### src/rtl/priority_scheduler_with_throttle_core_macros.svh
// Assertion macros used by the scheduler core.
`ifndef PRIORITY_SCHEDULER_WITH_THROTTLE_CORE_MACROS_SVH
`define PRIORITY_SCHEDULER_WITH_THROTTLE_CORE_MACROS_SVH

`ifndef SYNTHESIS
`define PSC_ASSERT_IMP(lbl, clk, rst_n, ante, cons) \
    lbl: assert property (@(posedge clk) disable iff (!rst_n) (ante) |-> (cons)) \
        else $error("psched assertion failed");
`define PSC_ASSERT_NXT(lbl, clk, rst_n, ante, cons) \
    lbl: assert property (@(posedge clk) disable iff (!rst_n) (ante) |=> (cons)) \
        else $error("psched assertion failed");
`else
`define PSC_ASSERT_IMP(lbl, clk, rst_n, ante, cons)
`define PSC_ASSERT_NXT(lbl, clk, rst_n, ante, cons)
`endif

`endif

### src/rtl/psched_pkg.sv
`default_nettype none

package psched_pkg;

    localparam int PRIO_W    = 3;
    localparam int RES_W     = 8;
    localparam int WORD_W    = 64;
    localparam int IDX_OUT_W = 6;
    localparam int PADDR_W   = 4;
    localparam int PDATA_W   = 32;
    localparam int MOD_W     = RES_W + 1;
    localparam int MOD_CNT_W = 4;

    localparam logic [PRIO_W-1:0] IDLE_LEVEL_RST = 3'd3;
    localparam logic [PRIO_W-1:0] BG_LEVEL_RST   = 3'd2;
    localparam logic [RES_W-1:0]  THROTTLE_RST   = 8'd10;

    localparam logic ACT_CREATE = 1'b0;
    localparam logic ACT_TICK   = 1'b1;

    localparam logic [1:0] ST_CREATED  = 2'd0;
    localparam logic [1:0] ST_FULL     = 2'd1;
    localparam logic [1:0] ST_SWITCHED = 2'd2;

    localparam logic [1:0] REG_IDLE_LEVEL = 2'd0;
    localparam logic [1:0] REG_BG_LEVEL   = 2'd1;
    localparam logic [1:0] REG_THROTTLE   = 2'd2;

    typedef enum logic [2:0] {
        S_IDLE,
        S_LOAD,
        S_MOD,
        S_WB,
        S_SCAN,
        S_FETCH,
        S_OUT
    } t_state;

    typedef struct packed {
        logic                   start;
        logic [MOD_W-1:0] dividend;
        logic [MOD_W-1:0] divisor;
    } t_mod_req;

    typedef struct packed {
        logic             done;
        logic [RES_W-1:0] rem;
    } t_mod_rsp;

endpackage

`default_nettype wire

### src/rtl/psched_mod.sv
`default_nettype none

module psched_mod
    import psched_pkg::*;
(
    input  wire logic     i_clk,
    input  wire logic     i_rst_n,
    input  wire t_mod_req i_req,
    output t_mod_rsp      o_rsp
);

    logic                 r_busy;
    logic                 r_done;
    logic [MOD_CNT_W-1:0] r_cnt;
    logic [MOD_W-1:0]     r_num;
    logic [MOD_W-1:0]     r_div;
    logic [RES_W-1:0]     r_rem;
    logic [MOD_W-1:0]     shifted;
    logic                 fits;

    // One restoring step per cycle, dividend bits taken most significant first.
    assign shifted = {r_rem, r_num[MOD_W-1]};
    assign fits    = shifted >= r_div;

    always_ff @(posedge i_clk) begin
        if (!i_rst_n) begin
            r_busy <= 1'b0;
            r_done <= 1'b0;
            r_cnt  <= '0;
        end else begin
            r_done <= r_busy && (r_cnt == MOD_CNT_W'(1));
            if (i_req.start) begin
                r_busy <= 1'b1;
                r_cnt  <= MOD_CNT_W'(MOD_W);
            end else if (r_busy) begin
                r_cnt <= r_cnt - MOD_CNT_W'(1);
                if (r_cnt == MOD_CNT_W'(1)) begin
                    r_busy <= 1'b0;
                end
            end
        end
    end

    always_ff @(posedge i_clk) begin
        if (i_req.start) begin
            r_rem <= '0;
            r_num <= i_req.dividend;
            r_div <= i_req.divisor;
        end else if (r_busy) begin
            r_num <= {r_num[MOD_W-2:0], 1'b0};
            if (fits) begin
                r_rem <= RES_W'(shifted - r_div);
            end else begin
                r_rem <= shifted[RES_W-1:0];
            end
        end
    end

    assign o_rsp.done = r_done;
    assign o_rsp.rem  = r_rem;

endmodule

`default_nettype wire

### config.mk
export PLATFORM = sky130hd
export DESIGN_NAME = psched_mod
export DESIGN_NICKNAME = d
export VERILOG_FILES = /design/src/rtl/priority_scheduler_with_throttle_core_macros.svh /design/src/rtl/psched_pkg.sv /design/src/rtl/psched_mod.sv
export SDC_FILE = /design/constraint.sdc
export NUM_CORES = 1
export LEC_CHECK = 0
export BUFFER_PORTS_ARGS = -buffer_cell sky130_fd_sc_hd__buf_2
export CORE_ASPECT_RATIO = 0.8
export CORE_MARGIN = 2
export CORE_UTILIZATION = 50
export CTS_CLUSTER_DIAMETER = 150
export DETAILED_ROUTE_END_ITERATION = 7
export GPL_ROUTABILITY_DRIVEN = 0
export PLACE_DENSITY = 0.75
export SYNTH_ARGS = -nofsm -noshare
export SYNTH_HDL_FRONTEND = slang
export SYNTH_SLANG_ARGS = --single-unit
### constraint.sdc
create_clock -name i_clk -period 2.14 [get_ports i_clk]
set_clock_uncertainty 0.1 [all_clocks]
set_input_delay 0.535 -clock i_clk [delete_from_list [all_inputs] [get_ports i_clk]]
set_output_delay 0.535 -clock i_clk [all_outputs]
set_load 0.05 [all_outputs]
### Yosys cells after proc, flatten, opt, wreduce, memory -nomap -nowiden

Index checks and enable logic that the tools add are counted.
W data, S select, Z words.

| word-level totals | value |
|---|---|
| input port bits | 21 |
| output and inout bits | 9 |
| word-level logic and storage cells | 23 |
| bits in registers | 32 |

| cells by class | value |
|---|---|
| multiplexer cells | 8 |
| equal/unequal tests | 1 |
| $add $sub $neg | 2 |
| bitwise logic cells | 1 |
| reduce and logical (&&, ||, !) cells | 3 |
| $lt $le $gt $ge | 1 |

Operators by type and width:

| cell | number |
|---|---|
| $mux W9 | 2 |
| $ge A9 B9 Y1 | 1 |
| $mux W4 | 2 |
| $mux W8 | 1 |
| $sub A8 B8 Y8 | 1 |
| $eq A4 B1 Y1 const B | 1 |
| $sub A4 B1 Y4 const B | 1 |
| $mux W1 | 3 |
| $reduce_bool A2 Y1 | 1 |
| $reduce_or A2 Y1 | 1 |
| $logic_and A1 B1 Y1 | 1 |
| $not A1 Y1 | 1 |

### Logic depth before layout (Yosys ltp)

| logic depth | value |
|---|---|
| depth in word-level cells | 4 |
| mapped depth | 9 |
| depth with buffers taken out | 8 |

### Least setup slack after synthesis

OpenSTA, ideal clock, no wires.

| timing | value |
|---|---|
| kind | reg2reg |
| start | register r_rem[0] |
| end | register r_rem[6] |
| setup slack | -182 ps |
| arrival | 2134 ps |
| path buffers | 0 |
| period minus slack after synthesis | 2322 ps |
| required time | 1952 ps |
| library setup time | 88 ps |
| cell stages (with the launch flop) | 8 |
| cells stage by stage | dfxtp_1 > inv_1 > fa_1 > nand2b_1 > a21oi_1 > mux2i_1 > a32o_1 > a311oi_2 |

| on the way | value |
|---|---|
| word-level cells in the longest chain between the ends | 2 |
| elaborated cells between the ends (all ways) | 3 |
| those cells by class | 1 x add/sub; 1 x order compare; 1 x mux |

RTL lines:

| what | RTL line | source |
|---|---|---|
| start, declared | psched_mod.sv:17 | `logic [RES_W-1:0] r_rem;` |
| start signal, assigned | psched_mod.sv:52 | `r_rem <= RES_W'(shifted - r_div);` |
| start signal, assigned | psched_mod.sv:54 | `r_rem <= shifted[RES_W-1:0];` |
| $sub A8 B8 Y8 or $ge A9 B9 Y1 (tied branches) | psched_mod.sv:52, psched_mod.sv:23 |  |
| $mux W8 * | psched_mod.sv:51 | `if (fits) begin` |

Mark *: on every way between the ends. The rest lies on a longest branch, timed or not.
A chain may end at the register's enable or synchronous reset.

### Worst setup path in the final report

| timing | value |
|---|---|
| start | register r_div[7] |
| end | register r_rem[1] |

| on the way | value |
|---|---|
| word-level cells in the longest chain between the ends | 2 |

RTL lines:

| what | RTL line | source |
|---|---|---|
| start, declared | psched_mod.sv:16 | `logic [MOD_W-1:0] r_div;` |
| start signal, assigned | psched_mod.sv:48 | `r_div <= i_req.divisor;` |
| $ge A9 B9 Y1 | psched_mod.sv:23 | `assign fits = shifted >= r_div;` |
| $mux W8 | psched_mod.sv:51 |  |

No other way between the ends.

==> results.sh <==
export IMPL_cts_hold_buf=0
export IMPL_synth_nets=207
export IMPL_synthXorXnorAreaFrac=0.01934
export IMPL_grt_pass1_vias=1390
export IMPL_ys_top_cells_by_area="edfxtp_1 30%, dfxtp_1 15%, ha_1 7.6%"
export IMPL_cts_root_buf="clkbuf_8"
export IMPL_clkLatencyLatePin_ns=0.29
export IMPL_n_antenna_cell=0
export IMPL_critPathBufInv=2
export IMPL_drt_wirelength_per_cell_um=16.75
export IMPL_synth_top_family_by_area="compound AO/OA/AOI/OAI gates"
export IMPL_vias=1475
export IMPL_cpPeakStageDelay_ns=0.36
export IMPL_preCtsSetupSlack_ns=-0.08551
export IMPL_fin_crit_ns=2.115
export IMPL_grt_busiest_layer="met2"
export IMPL_synth_area_mm2=0.001812
export IMPL_crit_type="reg -> reg"
export IMPL_drive_above_1_share=0.3598
export IMPL_critPathArrivalTime_ns=2.19
export IMPL_synth_edf_count=18
export IMPL_instances_no_fill=256
export IMPL_required_ns=2.22
export IMPL_yosys_area_share_simple=0.1436
export IMPL_cts_sinks=32
export IMPL_crit_family="compound AO/OA/AOI/OAI gates"
export IMPL_ir_drop_uv=540.0
export IMPL_die_width_um=71.30
export IMPL_die_area_mm2=0.004124
export IMPL_max_freq_mhz=472.8
export IMPL_maxCapViolations=0
export IMPL_synth_most_common_cell="nor2_1"
export IMPL_synth_top_cells_by_count="22 x nor2_1, 18 x edfxtp_1, 14 x dfxtp_1, 14 x inv_1, 13 x nand2_1"
export IMPL_reg2reg_slack_ns=0.03
export IMPL_end_kind="flop"
export IMPL_synth_compound_area_frac=0.1740
export IMPL_async_reset_ff_frac=0
export IMPL_setup_violations=0
export IMPL_clk_pin_slew_ns=0.07
export IMPL_rsz0062_at_grt="yes"
export IMPL_cellLeakagePower_nw=0.9344
export IMPL_layout_setup_ws_ns=0.02514
export IMPL_crit_slowest_cell="edfxtp_1"
export IMPL_syn_inst=174
export IMPL_syn_to_final_growth_pct=21.55
export IMPL_synthMuxAreaShare=0.06077
export IMPL_drt_total_wl_um=4287
export IMPL_num_fill_cells=279
export IMPL_cpMostUsedCell="nand2_1"
export IMPL_die_height_um=57.84
export IMPL_finalHoldViolCount=0
export IMPL_nets=246
export IMPL_placed_cell_area_mm2=0.001999
export IMPL_use_met2=0.3439
export IMPL_tns_ns=0
export IMPL_relSlewSlack=0.7348
export IMPL_cts_path_max_buffers=2
export IMPL_grt_util_met3=0.07130
export IMPL_status="complete, no violations"
export IMPL_drt_pass1_iterations=4
export IMPL_grt_usage=0.2103
export IMPL_cts_max_level=2
export IMPL_crit_path_max_fanout=5
export IMPL_synth_top_cell_by_area="edfxtp_1"
export IMPL_antenna_found_initial=0
export IMPL_powerDensity_mw_per_mm2=819.9
export IMPL_ant_nets=0
export IMPL_tightest_slew_ns=0.3923
export IMPL_post_synth_num_cell_types=43
export IMPL_cts_tree="built"
export IMPL_netlist_area_leader_share=0.2983
export IMPL_grt_ovfl_total=0
export IMPL_postLayoutCellArea_mm2=0.002202
export IMPL_synth_warnings=0
export IMPL_grt_max_degree=20
export IMPL_io_pins=30
export IMPL_drt_iter0_drc=132
export IMPL_grt_util_met1=0.2718
export IMPL_synth_seq_cells=32
export IMPL_slew_viol_final=0
export IMPL_cp_start_kind="flop"
export IMPL_syn_avg_cell_area_um2=10.41
export IMPL_initial_core_util=0.5256
export IMPL_synth_ff_type="edfxtp_1"
export IMPL_grt_pass1_wl_um=6541
export IMPL_place_port_buffers=29
export IMPL_seq_area_um2=825.8
export IMPL_cts_buffers=5
export IMPL_core_rowCount=19
export IMPL_dpl_cell_count=243
export IMPL_period_share=0.9883
export IMPL_multi_input_area_um2=938.4
export IMPL_drc_errors=0
export IMPL_dp_hpwl_um=2853
export IMPL_critical_path_cell_chain="inv_1 -> ha_1 -> nand2_1 -> a21oi_2 -> a211oi_2 -> buf_4 -> nand2_1 -> o311ai_2"
export IMPL_hp_class="in -> reg"
export IMPL_yosysSeqAreaShare=0.4530
export IMPL_vias_per_cell=5.762
export IMPL_fp_coreArea_mm2=0.003447
export IMPL_synth_adder_area_share=0.08702
per-stage QoR:
step,hold WS (ns),utilization,power (mW)
floorplan,0.3683,-,1.071
global placement,0.3821,0.5800,1.158
detailed placement,0.3911,0.5800,1.181
CTS,0.3095,0.6152,1.760
global route,0.3038,0.6388,1.891
finish,0.3161,0.6388,1.806
where the power goes:
group	switching, mW	internal [mW]	total [mW]
Sequential	0.0342	0.710	0.744
Combinational	0.287	0.198	0.485
Clock	0.232	0.345	0.577
cell usage in the layout (no fill, tap or decap), types with 5 or more instances in the layout:
cell type,instances
nand2_1,13
mux2_2,8
ha_1,8
clkbuf_8,5
nand3_1,8
nor2_1,21
inv_1,14
buf_2,30
edfxtp_1,18
nand2b_1,5
dfxtp_1,10
a311oi_1,6
buf_4,10
per-layer routing:
metal	wire (µm)	share of wire
met5	0	0
met2	2161	0.50
met3	263	0.061
met1	1849	0.43
met4	13	0.0030
state kept, by name, summed over array words and instances, names as in the netlist:
signal	count
r_rem	8
r_cnt	4
r_busy	1
r_div	9
r_done	1
r_num	9
kinds of logic (layout without fill, tap and decap cells):
logic type | count (synthesis) | after routing
AOI/OAI and AO/OA | 37 | 37
muxes | 10 | 10
xor gates and xnor gates | 4 | 4
buffers and inverters | 22 | 62
DFF | 32 | 32
adders and majority gates | 12 | 12
and+or+nand+nor | 57 | 57
worst paths after layout:
| check | cells past startpoint | start | end |
|---|---|---|---|
| max reg2reg | 8 | r_div[7] | r_rem[1] |
| max | 8 | r_div[7] | r_rem[1] |
| min reg2reg | 2 | r_cnt[1] | r_cnt[1] |
| min | 1 | i_req[8] | r_div[8] |
cell type report:
cell class | instances | share of cell area
tap | 42 | 0.02386
clock inverter | 2 | 0.01591
clock buffer | 6 | 0.03295
inverter | 14 | 0.02386
sequential | 32 | 0.3750
timing repair buffer | 40 | 0.1023
multi-input combinational | 120 | 0.4261
timing repair:
item | CTS | global route
hold endpoints to repair | 0 | 0
endpoints found under the setup margin | 2 | 6
setup buffers | 1 | 3
pin swaps | 2 | 8
resized for setup | 2 | 11
cloned | 0 | 1
Note: power is estimated with default switching activity, not from simulation.
