[config.mk]
export PLATFORM = sky130hd
export DESIGN_NAME = psched_ram
export DESIGN_NICKNAME = d
export VERILOG_FILES = /design/src/rtl/priority_scheduler_with_throttle_core_macros.svh /design/src/rtl/psched_ram.sv
export SDC_FILE = /design/constraint.sdc
export NUM_CORES = 1
export LEC_CHECK = 0
export BUFFER_PORTS_ARGS = -buffer_cell sky130_fd_sc_hd__buf_2
export CAP_MARGIN = 20
export CORE_MARGIN = 10
export CORE_UTILIZATION = 51
export CTS_CLUSTER_SIZE = 14
export DETAILED_ROUTE_END_ITERATION = 10
export PLACE_DENSITY_LB_ADDON = 0.25
export SETUP_SLACK_MARGIN = 0.02
export SLEW_MARGIN = 20
export SYNTH_ARGS = -nofsm -noshare
export SYNTH_HDL_FRONTEND = slang
export SYNTH_SLANG_ARGS = --single-unit
[constraint.sdc]
create_clock -name i_clk -period 4.1 [get_ports i_clk]
set_input_delay 0.41 -clock i_clk [delete_from_list [all_inputs] [get_ports i_clk]]
set_output_delay 0.41 -clock i_clk [all_outputs]
set_load 0.01 [all_outputs]
[src/rtl/priority_scheduler_with_throttle_core_macros.svh]
// Assertion macros used by the scheduler core.
`ifndef PRIORITY_SCHEDULER_WITH_THROTTLE_CORE_MACROS_SVH
`define PRIORITY_SCHEDULER_WITH_THROTTLE_CORE_MACROS_SVH

`ifndef SYNTHESIS
`define PSC_ASSERT_IMP(lbl, clk, rst_n, ante, cons) \
    lbl: assert property (@(posedge clk) disable iff (!rst_n) (ante) |-> (cons)) \
        else $error("psched assertion failed");
`define PSC_ASSERT_NXT(lbl, clk, rst_n, ante, cons) \
    lbl: assert property (@(posedge clk) disable iff (!rst_n) (ante) |=> (cons)) \
        else $error("psched assertion failed");
`else
`define PSC_ASSERT_IMP(lbl, clk, rst_n, ante, cons)
`define PSC_ASSERT_NXT(lbl, clk, rst_n, ante, cons)
`endif

`endif

[src/rtl/psched_ram.sv]
`default_nettype none

module psched_ram #(
    parameter int WIDTH = 8,
    parameter int DEPTH = 64
) (
    input  wire logic                     i_clk,
    input  wire logic                     i_we,
    input  wire logic [$clog2(DEPTH)-1:0] i_waddr,
    input  wire logic [WIDTH-1:0]         i_wdata,
    input  wire logic [$clog2(DEPTH)-1:0] i_raddr,
    output logic      [WIDTH-1:0]         o_rdata
);

    logic [WIDTH-1:0] r_mem [DEPTH];

    always_ff @(posedge i_clk) begin
        if (i_we) begin
            r_mem[i_waddr] <= i_wdata;
        end
        o_rdata <= r_mem[i_raddr];
    end

endmodule

`default_nettype wire

## Word level (Yosys, flattened, before mapping)

Memories as Yosys holds them, arrays and structs flattened. A register that Yosys moved wholly into a read port is not among the register bits.
Index checks and enable logic that the tools add are counted.

| cells by class | value |
|---|---|
| mux-type cells | 2 |

Operators by type and width:

| operator | number |
|---|---|
| $mux W1 | 2 |

| storage, ports and cells | value |
|---|---|
| memory bits (writable) | 512 |
| bits in registers | 0 |
| memories kept | 1 |
| output and inout bits | 8 |
| input port bits | 22 |
| word-level logic and storage cells | 3 |

Memory list:

| name | depth | bits a word | rd ports | clocked after memory_dff | wr ports | RTL line | source |
|---|---|---|---|---|---|---|---|
| r_mem | 64 | 8 | 1 | 1 | 1 | psched_ram.sv:15 | `logic [WIDTH-1:0] r_mem [DEPTH];` |

## Depth between registers and ports, before layout

Gate-level depths: netlist of run 1.

| logic depth | value |
|---|---|
| depth after elaboration | 2 |
| depth in mapped cells | 9 |

## Worst setup path before layout of run 1

Ideal clock, no wire load.

| path | value |
|---|---|
| path type | input -> register |
| start point | in i_raddr[1] |
| end point | reg o_rdata[3], read port of r_mem |
| library setup time | 0.128 ns |
| path slack | 2.022 ns |
| stages | 7 |
| data required time | 3.972 ns |
| arrival time | 1.950 ns |
| cell sequence | buf_4 > buf_2 > buf_2 > mux4_2 > mux4_2 > o21ai_1 > o41ai_1 |

RTL lines:

| what | RTL line | source |
|---|---|---|
| from (decl) | psched_ram.sv:11 | `input wire logic [$clog2(DEPTH)-1:0] i_raddr,` |
| to (decl) | psched_ram.sv:12 | `output logic [WIDTH-1:0] o_rdata` |

==> results.md, run 1 <==
- Detailed Routing Iterations Pass 1: 5
- Die ar.: 0.0479 mm2
- First-pass GRT wire length: about 65000 um
- Net Sw Frac: a little over a fifth
- Layout cells sized above 1: a little over a quarter
- Post-route antenna net violation count: 0
- Vias in the first global route: 9686
- Kind of critical path: in -> reg
- Yosys top cell area share: 76.2%
- Fmax: 0.437 GHz
- Worst skew pair latency: ~0.6 ns
- Die height: 219 um
- CP max FO: 37
- PD cells: just under 500 mW/mm2
- WL per Instance: 28.1 um
- Yosys reg bits: 520
- Maximum resistive drop on vdd: 0.000357 V
- Crit-path cells: clkbuf_8 > buf_12 > mux4_2 > mux2_2 > o221a_2 > nor3_1 > o32ai_1
- Final worst path period need: 2.29 ns
- Gates resized, CTS repair: 0
- Initial core utilization: 51.8%
- Worst setup EP type: flop
- Yosys cell types: 40
- Sw Pwr: 2.34 mW
- Mapped cell area: 0.0202 mm2
- Unrepaired setup endpoints after global routing: no
- Worst EP arrival: 2.76 ns
- Largest net degree at the start of global routing: 65
- Layout Nets: 1018
- Final Hold Vio Count: 0
- Hold WC Path Type: in -> reg
- Placed insts: 1459
- Vias: 9615
- Port Buffers: 29
- H-Tree Depth: 2
- Clock Power Share: between 40% and 50%
- Final Skew: 0.0146 ns
- Pleak: 7.06 nW
- GPL Wtd Cong: approximately 0.8
- Synth area leaders: edfxtp_1 76%, mux4_2 14%, nor2_1 1.5%
- Hold-fix buffers at CTS: 0
- Drt first-iter violations: 952
- CTS tree: built
- CP max stage cell: mux4_2
- DRC: 0
- Sequential area share after synthesis: 77.0%
- Endpoints failing setup: 0
- Startpoint Class: input pin
- Clock slew at reported path FFs: around 0.060 ns
- Crit path largest cell delay: ~0.52 ns
- Seq pwr share: about 53%
- CTS max path bufs: 3
- Syn. warnings: 0
- Combinational power share: 4.8%
- Mapped Cells: between 900 and 1000
- Die W: 219 um
- Final TNS setup: 0 ns
- HPWL after DPL: around 26000 um
- Status: finished, final reports clean
- Max-cap violations: 0
- Net count after synthesis: 962
- IO Pins: 30
- Worst slew margin: 34.5%
- TritonCTS buffer count: 53
- Period utilization: 55.9%
- Post-CTS Setup Bufs: 0
- GR Util All Layers: 18.6%
- Grt ovf: 0
- Total core area: ~0.039 mm2
- Non-filler cells, final: ~1600
- Post-synth top area cell: edfxtp_1
- FILL cells: 2832
- Worst EP required: 4.57 ns
- Row count: 72
- Clock Sinks: 520
- Hold Slack: ~0.24 ns
- Final Max Tran Viols: 0
- Syn avg cell area: 21.5 um2
- Initial antenna violation count: 4
- Final worst setup slack: 1.81 ns
- Vias per cell: approximately 6
- Root buf cell: clkbuf_16
- Drt total wl: between 40000 and 50000 um
- Pint: 8.89 mW
- Dpl ws: 1.15 ns
- Synth-to-Final Area Change: 12.2%
- Tightest Pin Transition: just under 1 ns
==> cells in the mapped netlist (all sizes together) <==
| cell | instances |
|---|---|
| edfxtp | 512 |
| mux4 | 126 |
| nor2 | 83 |
| buf | 34 |
| mux2i | 23 |
| nand2 | 19 |
| clkbuf | 17 |
| nor2b | 14 |
| mux2 | 13 |
| nand3 | 13 |
| dfxtp | 8 |
| o221ai | 8 |
| o22ai | 8 |
| nand2b | 7 |
| nor3 | 7 |
| a221oi | 6 |
| a211oi | 4 |
| o21ai | 4 |
| a21oi | 3 |
| a22oi | 3 |
| nand3b | 3 |
| o2111ai | 3 |
| o2bb2ai | 3 |
| a2111oi | 2 |
| nand4 | 2 |
| nor4 | 2 |
| o21a | 2 |
| o221a | 2 |
| o32ai | 2 |
| o41ai | 2 |
| a31oi | 1 |
| and2 | 1 |
| nand4b | 1 |
| o311ai | 1 |
| or3 | 1 |
==> sequential cells by signal (all words and copies together), names as in the netlist <==
| register | cells |
|---|---|
| r_mem | 512 |
| o_rdata | 8 |
==> routing by layer <==
layer / up-vias / wire length [um] / track usage, %
li1: 4047 / - / -
met5: - / 24 / 0
met2: 393 / 20500 / 28.2
met1: 5076 / 18700 / 26.4
met4: 6 / 1170 / 6.57
met3: 93 / 3330 / 4.17
==> layout make-up <==
cell class | instances | area [um2] | share of cell area (%)
Sequential cell | 520 | 15500 | 68.7
Multi-Input combinational cell | 369 | 4320 | 19.1
Clock buffer | 65 | 1390 | 6.15
Tap cell | 518 | 648 | 2.87
Timing Repair Buffer | 52 | 374 | 1.65
Clock inverter | 35 | 352 | 1.55
Antenna cell | 1 | 2.50 | 0.0111
==> through the flow <==
step                      power (mW)  util [%]  area, um2
final                           11.2      58.1      22600
after global routing            11.5      58.1      22600
after CTS                       11.3      58.1      22600
after detailed placement        6.56      53.6      20900
after global placement          6.55      53.6      20900
after floorplan                 6.32         -      20200
==> power by group through the flow <==
stage	registers (mW)	logic, mW	clock network [mW]
floorplan	6.01	0.314	0
global placement	6.01	0.535	0
detailed placement	6.01	0.542	0
CTS	5.90	0.543	4.86
global route	5.90	0.576	5.07
finish	5.90	0.537	4.79
==> kinds of logic (layout without fill, tap and decap cells) <==
group | Yosys count | after routing | synth area share [%]
and+or+nand+nor | 153 | 153 | 3.39
other | 0 | 1 | 0
AOI/OAI and AO/OA | 54 | 54 | 2.07
muxes | 162 | 162 | 15.9
buffers and inverters | 51 | 152 | 1.57
DFF | 520 | 520 | 77.0
==> cell usage in the layout (no fill, tap or decap), types with 4 or more instances in the layout <==
cell type	instances
a211oi_1	4
a221oi_1	6
buf_2	24
buf_4	24
bufinv_16	6
clkbuf_1	10
clkbuf_16	53
clkinv_1	6
clkinv_2	17
dfxtp_1	8
edfxtp_1	512
mux2_2	13
mux2i_1	23
mux4_2	126
nand2_1	19
nand2b_1	7
nand3_1	13
nor2_1	83
nor2b_1	14
nor3_1	7
o221ai_1	8
o22ai_1	8
==> final timing paths <==
check | start | slack (ns) | cells past startpoint | to
worst min-delay path | i_raddr[5] | 0.24 | 3 | o_rdata[1]$_DFF_P_
worst max-delay path | i_raddr[0] | 1.81 | 7 | o_rdata[6]$_DFF_P_
worst max register to register | r_mem[28][6]$_DFFE_PP_ | 2.02 | 5 | o_rdata[6]$_DFF_P_
worst min register to register | r_mem[27][6]$_DFFE_PP_ | 0.83 | 3 | o_rdata[6]$_DFF_P_
==> worst max-delay path, delay by kind of cell <==
family	cells	cell delay [ns]
buf+inv	2	0.66
compound gates	2	0.42
mux	2	0.80
simple gates	1	0.41
(Power assumes the default switching activity.)
==> run 2: changes to the inputs <==
- ABC_AREA: unset -> 1
- clock period: 4.1 -> 2 ns (I/O delays scaled with it)
==> run 2 against run 1 <==
Net effect: highest routed layer unchanged; synthesized cell count up 92%; final cell count grew 58%; register-to-register slack worse by 1.4 ns; utilization up 0.51 points; sequential power up 110%; total power rose by 100%; first-iteration DRC count rose by 67%; area after synthesis is 5.8% higher; sequential cell count unchanged; largest power group unchanged; clock power grew 94%; global-route usage rose by 2.6 points.
==> results.md, run 2 <==
- Layout Nets: 1918
- Async set-or-reset flop fraction in the synthesized netlist: 0%
- Kind of critical path: reg -> out
- H-Tree Depth: 2
- Worst slew margin: 36.0%
- Drt first-iter violations: 1588
- Vias in the first global route: 13900
- Final Hold Vio Count: 0
- Detailed Routing Iterations Pass 1: 6
- Worst setup EP type: output pin
- Top-count cell post-synth: nand2_1
- Net Sw Frac: 22.3%
- Post-route antenna net violation count: 0
- Final Skew: 0.0164 ns
- Max FFs per register: 512
- Status: finished, final reports clean
- Max-cap violations: 0
- Synth-to-Final Area Change: 12.9%
- Sequential area share after synthesis: between 70 and 80%
- PD cells: 949 mW/mm2
- Drt total wl: 53900 um
- Final core utilization: roughly three fifths
- Initial core utilization: between 50% and 60%
- Worst EP required: 1.80 ns
- Clock Power Share: roughly two fifths
- Syn avg cell area: 11.8 um2
- Clock slew at reported path FFs: approximately 0.060 ns
- CTS tree: built
- Mapped Cells: 1805
- Regs by FF count: r_mem: 512 flops, o_rdata: 8 flops
- IO Pins: 30
- Clock Sinks: 520
- Final Max Tran Viols: 0
- Commonest non-fill, non-tap cells in the layout: 648 x nand2_1, 512 x edfxtp_1, 439 x nand3_1
- Gates resized, CTS repair: 0
- Worst EP arrival: 1.21 ns
- Maximum resistive drop on vdd: 0.000773 V
- CTS max path bufs: 3
- GPL Wtd Cong: 0.855
- Die ar.: 0.0504 mm2
- Seq pwr share: 52.9%
- Vias: 14100
- CP max FO: 1
- TritonCTS buffer count: 52
- Worst skew pair latency: roughly 0.6 ns
- Endpoints failing setup: 0
- Port Buffers: 29
- DRC: 0
- Most common flop cell mapped by yosys: edfxtp_1
- Final TNS setup: 0 ns
- Period utilization: 70.5%
- Combinational power share: 6.5%
- Die W: roughly 220 um
- Total core area: 0.0411 mm2
- HPWL after DPL: 31100 um
- Largest Register: r_mem
- Unrepaired setup endpoints after global routing: no
- Yosys top cell area share: 72.0%
- Sw Pwr: just over 5 mW
- Post-synth top area cell: edfxtp_1
- Die height: 225 um
- Root buf cell: clkbuf_16
- Crit-path cells: buf_2
- Pint: between 15 and 20 mW
- Vias per cell: roughly 5.7
- Initial antenna violation count: 3
- Placed insts: 2373
- Synth cell count leaders: 648 x nand2_1, 512 x edfxtp_1, 439 x nand3_1, 56 x nor2_1, 37 x buf_2
- Most common cell after layout, fill and taps aside: nand2_1
- Row count: 74
- Fmax: 0.709 GHz
- Grt ovf: 0
- Yosys reg bits: 520
- Crit-path leading delay family: flip-flops
- Yosys cell types: 16
- WL per Instance: 21.8 um
- Layout cells sized above 1: 11.5%
- Non-filler cells, final: 2467
- GR Util All Layers: 21.2%
- Net count after synthesis: 1827
- Post-synth EDFFs: just over 500
- Final worst path period need: 1.41 ns
- Synth area leaders: edfxtp_1 72%, nand2_1 11%, nand3_1 10%
- Hold WC Path Type: in -> reg
- Crit path largest cell delay: 0.42 ns
- Pleak: 8.86 nW
- Syn. warnings: 0
- Largest net degree at the start of global routing: 78
- First-pass GRT wire length: 82000 um
- CP bufs+invs: 1
- Startpoint Class: flop
- Tightest Pin Transition: between 0.9 and 1 ns
- CP max stage cell: dfxtp_1
- Mapped cell area: 0.0213 mm2
[run 2: changes by cell type after synthesis, moves of 14 or more]
cell	delta
nor2b_1	-14
buf_2	+26
mux2i_1	-23
nor2_1	-27
nand3_1	+426
nand2_1	+629
mux4_2	-126
buf_6	+31
[run 2: layout make-up]
class	instances	area [um2]
Fill cell	3338	17000
Clock inverter	34	259
Multi-Input combinational cell	1160	4950
Inverter	12	55.1
Sequential cell	520	15500
Timing Repair Buffer	150	1290
Tap cell	532	666
Antenna cell	1	2.50
Clock buffer	58	1350
[run 2: worst paths after layout]
check,depth (start not counted),from,slack (ns),endpoint
min,2,i_wdata[7],0.13,r_mem[6][7]$_DFFE_PP_
max reg2reg,8,r_mem[33][4]$_DFFE_PP_,0.62,o_rdata[4]$_DFF_P_
max,1,o_rdata[7]$_DFF_P_,0.59,o_rdata[7]
min reg2reg,8,r_mem[20][5]$_DFFE_PP_,0.82,o_rdata[5]$_DFF_P_
[run 2: repair_timing]
| action | 4_1_cts | 5_1_grt |
|---|---|---|
| hold buffers | 1 | 0 |
| setup buffers | 0 | 0 |
| hold endpoints to repair | 3 | 0 |
[run 2: cell families (layout without fill, tap and decap cells)]
group                  after synthesis  count (layout)  share of synthesized area (%)
AND/OR/NAND/NOR                   1160            1160                           23.2
other                                0               1                              0
buffers and inverters              125             254                           4.02
flip-flops                         520             520                           72.8
[run 2: per-layer routing]
layer	GRT usage (%)	vias up	part of all wire [%]
li1	-	6530	-
met1	29.1	6889	43
met2	33.7	585	47
met3	3.83	102	7.9
met4	7.24	2	2.6
met5	0	-	0.013
[run 2: through the flow]
stage,worst slack (ns),area [um2],power (mW),hold slack (ns)
final,0.590,24100,22.9,0.134
after global routing,0.534,24100,23.6,0.154
after CTS,0.568,24100,23.0,0.127
after detailed placement,0.124,22500,13.8,0.582
after global placement,0.118,22500,13.8,0.563
after floorplan,0.0339,21300,13.2,0.299
[run 2: power groups by stage]
stage,Combinational (mW),Clock [mW],Sequential (mW)
2_1_floorplan,0.848,0,12.3
3_3_place_gp,1.45,0,12.3
3_5_place_dp,1.47,0,12.3
4_1_cts,1.48,9.42,12.1
5_1_grt,1.62,9.83,12.1
6_report,1.48,9.30,12.1
==> run 3: changes to the inputs <==
- clock period: 2 -> 1.2 ns (I/O delays scaled with it)
==> run 3 against run 2 <==
Net effect: the run now ends with setup timing left; wire length rose by 0.31%; clock skew rose by 0.0059 ns; clock power rose by 66%; critical path depth did not move; sequential cell count did not move; final cell count rose by 1.6%; first-iteration DRC count rose by 3.2%; global-route usage rose by 0.28 points; combinational power rose by 110%; non-clock buffer count rose by 38; die area did not move; critical path type unchanged; highest routed layer unchanged.
==> results.md, run 3 (same netlist as run 2, synthesis figures left out) <==
- Row count: 74
- Clock slew at reported path FFs: 0.06 ns
- R2r endpoint: o_rdata[6]$_DFF_P_
- Final Max Tran Viols: 0
- Hold WC Path Type: in -> reg
- Hold Path Sink: r_mem[49][0]$_DFFE_PP_
- CP max FO: 1
- Regs by FF count: r_mem: 512 flops, o_rdata: 8 flops
- Total core area: 0.0411 mm2
- Status: finished with violations
- Layout Nets: 1956
- Crit path largest cell delay: 0.39 ns
- WL per Instance: 21.6 um
- Global Route met2 Usage: about a third
- Initial antenna violation count: 1
- Clock Sinks: between 500 and 600
- DP Area: around 0.023 mm2
- Grt ovf: 0
- Final Hold Vio Count: 0
- CP max stage cell: dfxtp_4
- Crit-path leading delay family: flip-flops
- Busiest grt layer: met2
- Vias in the first global route: between 10000 and 15000
- Clock Power Share: 39.8%
- Failing checks: setup timing
- Sw Pwr: about 8.6 mW
- Largest Register: r_mem
- Post-route antenna net violation count: 0
- Drt first-iter violations: 1639
- Detailed Routing Iterations Pass 1: 6
- Final TNS setup: -0.0293 ns
- Layout cells sized above 1: 23.5%
- IO Pins: 30
- # diodes: 0
- Max FFs per register: 512
- Synth-to-Final Area Change: 21.2%
- Max-cap violations: 0
- CTS max path bufs: 3
- FILL cells: between 3000 and 4000
- Kind of critical path: reg -> out
- Final worst setup slack: -0.0194 ns
- Vias: 14400
- Final Skew: 0.0223 ns
- GPL Wtd Cong: 0.911
- Root buf cell: clkbuf_16
- Pint: 30.1 mW
- Hold path cells: 2
- Maximum resistive drop on vdd: 0.00135 V
- Port Buffers: 29
- Fmax: 0.820 GHz
- Most common cell after layout, fill and taps aside: nand2_1
- GR Util All Layers: 21.5%
- Period utilization: 102%
- Unrepaired setup endpoints after global routing: yes
- Crit-path cells: buf_6
- HP Start: i_wdata[0]
- DRC: 0
- Worst setup EP type: output pin
- Startpoint Class: flop
- Tightest Pin Transition: 0.737 ns
- Largest net degree at the start of global routing: 65
- Seq pwr share: around 52%
- Worst slew margin: 50.8%
- First-pass GRT wire length: 83100 um
- Vias per cell: 5.74
- Hold Slack: 0.0394 ns
- HPWL after DPL: 33200 um
- Worst skew pair latency: 0.60 ns
- Crit Reg-Reg Startpoint: r_mem[23][6]$_DFFE_PP_
- Final worst path period need: 1.22 ns
- H-Tree Depth: 2
- Worst EP required: about 1.1 ns
- Design area: 0.0259 mm2
- Grt met3 use: 4.06%
- CP bufs+invs: 1
- Die ar.: 0.0504 mm2
- TritonCTS buffer count: 52
- Pleak: 9.40 nW
- Commonest non-fill, non-tap cells in the layout: 597 x nand2_1, 512 x edfxtp_1, 329 x nand3_1
- Worst EP arrival: 1.10 ns
- Die height: around 220 um
- Net Sw Frac: 22.3%
- Die W: 225 um
- Combinational power share: ~8%
- Endpoints failing setup: 2
- PD cells: approximately 1500 mW/mm2
- Initial core utilization: 51.9%
- CTS tree: built
- GR Util met1: 28.7%
- Drt total wl: between 50000 and 60000 um
- Post-CTS Setup Bufs: 0
- Reg2Reg Depth: 8
- R2r setup slk: -0.01 ns
## run 3: area by class of cell
| cell class | instances | area (um2) | share of cell area [%] |
|---|---|---|---|
| flip-flops and latches | 520 | 15600 | 60.1 |
| well taps | 532 | 666 | 2.57 |
| multi-input cells | 1160 | 5960 | 23.0 |
| inverters | 12 | 71.3 | 0.276 |
| clock buffers | 71 | 1390 | 5.39 |
| repair buffers | 188 | 2020 | 7.83 |
| clock inverters | 23 | 201 | 0.779 |
## run 3: metrics by stage
| stage | util [%] | setup slack (ns) | power, mW | instances |
|---|---|---|---|---|
| after detailed placement | 57.1 | -0.453 | 23.3 | 2409 |
| after floorplan | - | -0.473 | 22.0 | 1805 |
| after CTS | 61.8 | -0.0290 | 38.7 | 2506 |
| after global routing | 62.9 | -0.0689 | 39.9 | 2506 |
| final | 62.9 | -0.0194 | 38.7 | 2506 |
| after global placement | 57.1 | -0.441 | 23.3 | 2409 |
## run 3: power groups by stage
stage                     Clock, mW  Combinational, mW  Sequential (mW)
final                          15.4               3.12             20.2
after global routing           16.4               3.35             20.2
after CTS                      15.6               2.94             20.2
after detailed placement          0               2.79             20.5
after global placement            0               2.76             20.5
after floorplan                   0               1.50             20.5
## run 3: repair_timing
| item | 4_1_cts | 5_1_grt |
|---|---|---|
| pin swaps | 22 | 68 |
| gates resized for setup | 77 | 107 |
| endpoints found under the setup margin | 16 | 13 |
| hold buffers | 3 | 0 |
| gates cloned | 0 | 0 |
| endpoints found under the hold margin | 28 | 0 |
## run 3: layer usage
metal  vias to the layer above  share of wire [%]
met5                         -              0.013
met4                         2                2.7
met3                        97                7.8
met2                       580                 48
met1                      7093                 41
li1                       6620                  -
## run 3: worst max path at each step
| stage | depth (start not counted) | endpoint | from | slack (ns) |
|---|---|---|---|---|
| after floorplan | 3 | r_mem[48][0]$_DFFE_PP_ | i_we | -0.47 |
| after global placement | 12 | o_rdata[5]$_DFF_P_ | i_raddr[0] | -0.44 |
| after detailed placement | 12 | o_rdata[1]$_DFF_P_ | i_raddr[0] | -0.45 |
| after CTS | 1 | o_rdata[3] | o_rdata[3]$_DFF_P_ | -0.03 |
| after global routing | 8 | o_rdata[1]$_DFF_P_ | r_mem[43][1]$_DFFE_PP_ | -0.07 |
| final | 1 | o_rdata[3] | o_rdata[3]$_DFF_P_ | -0.02 |
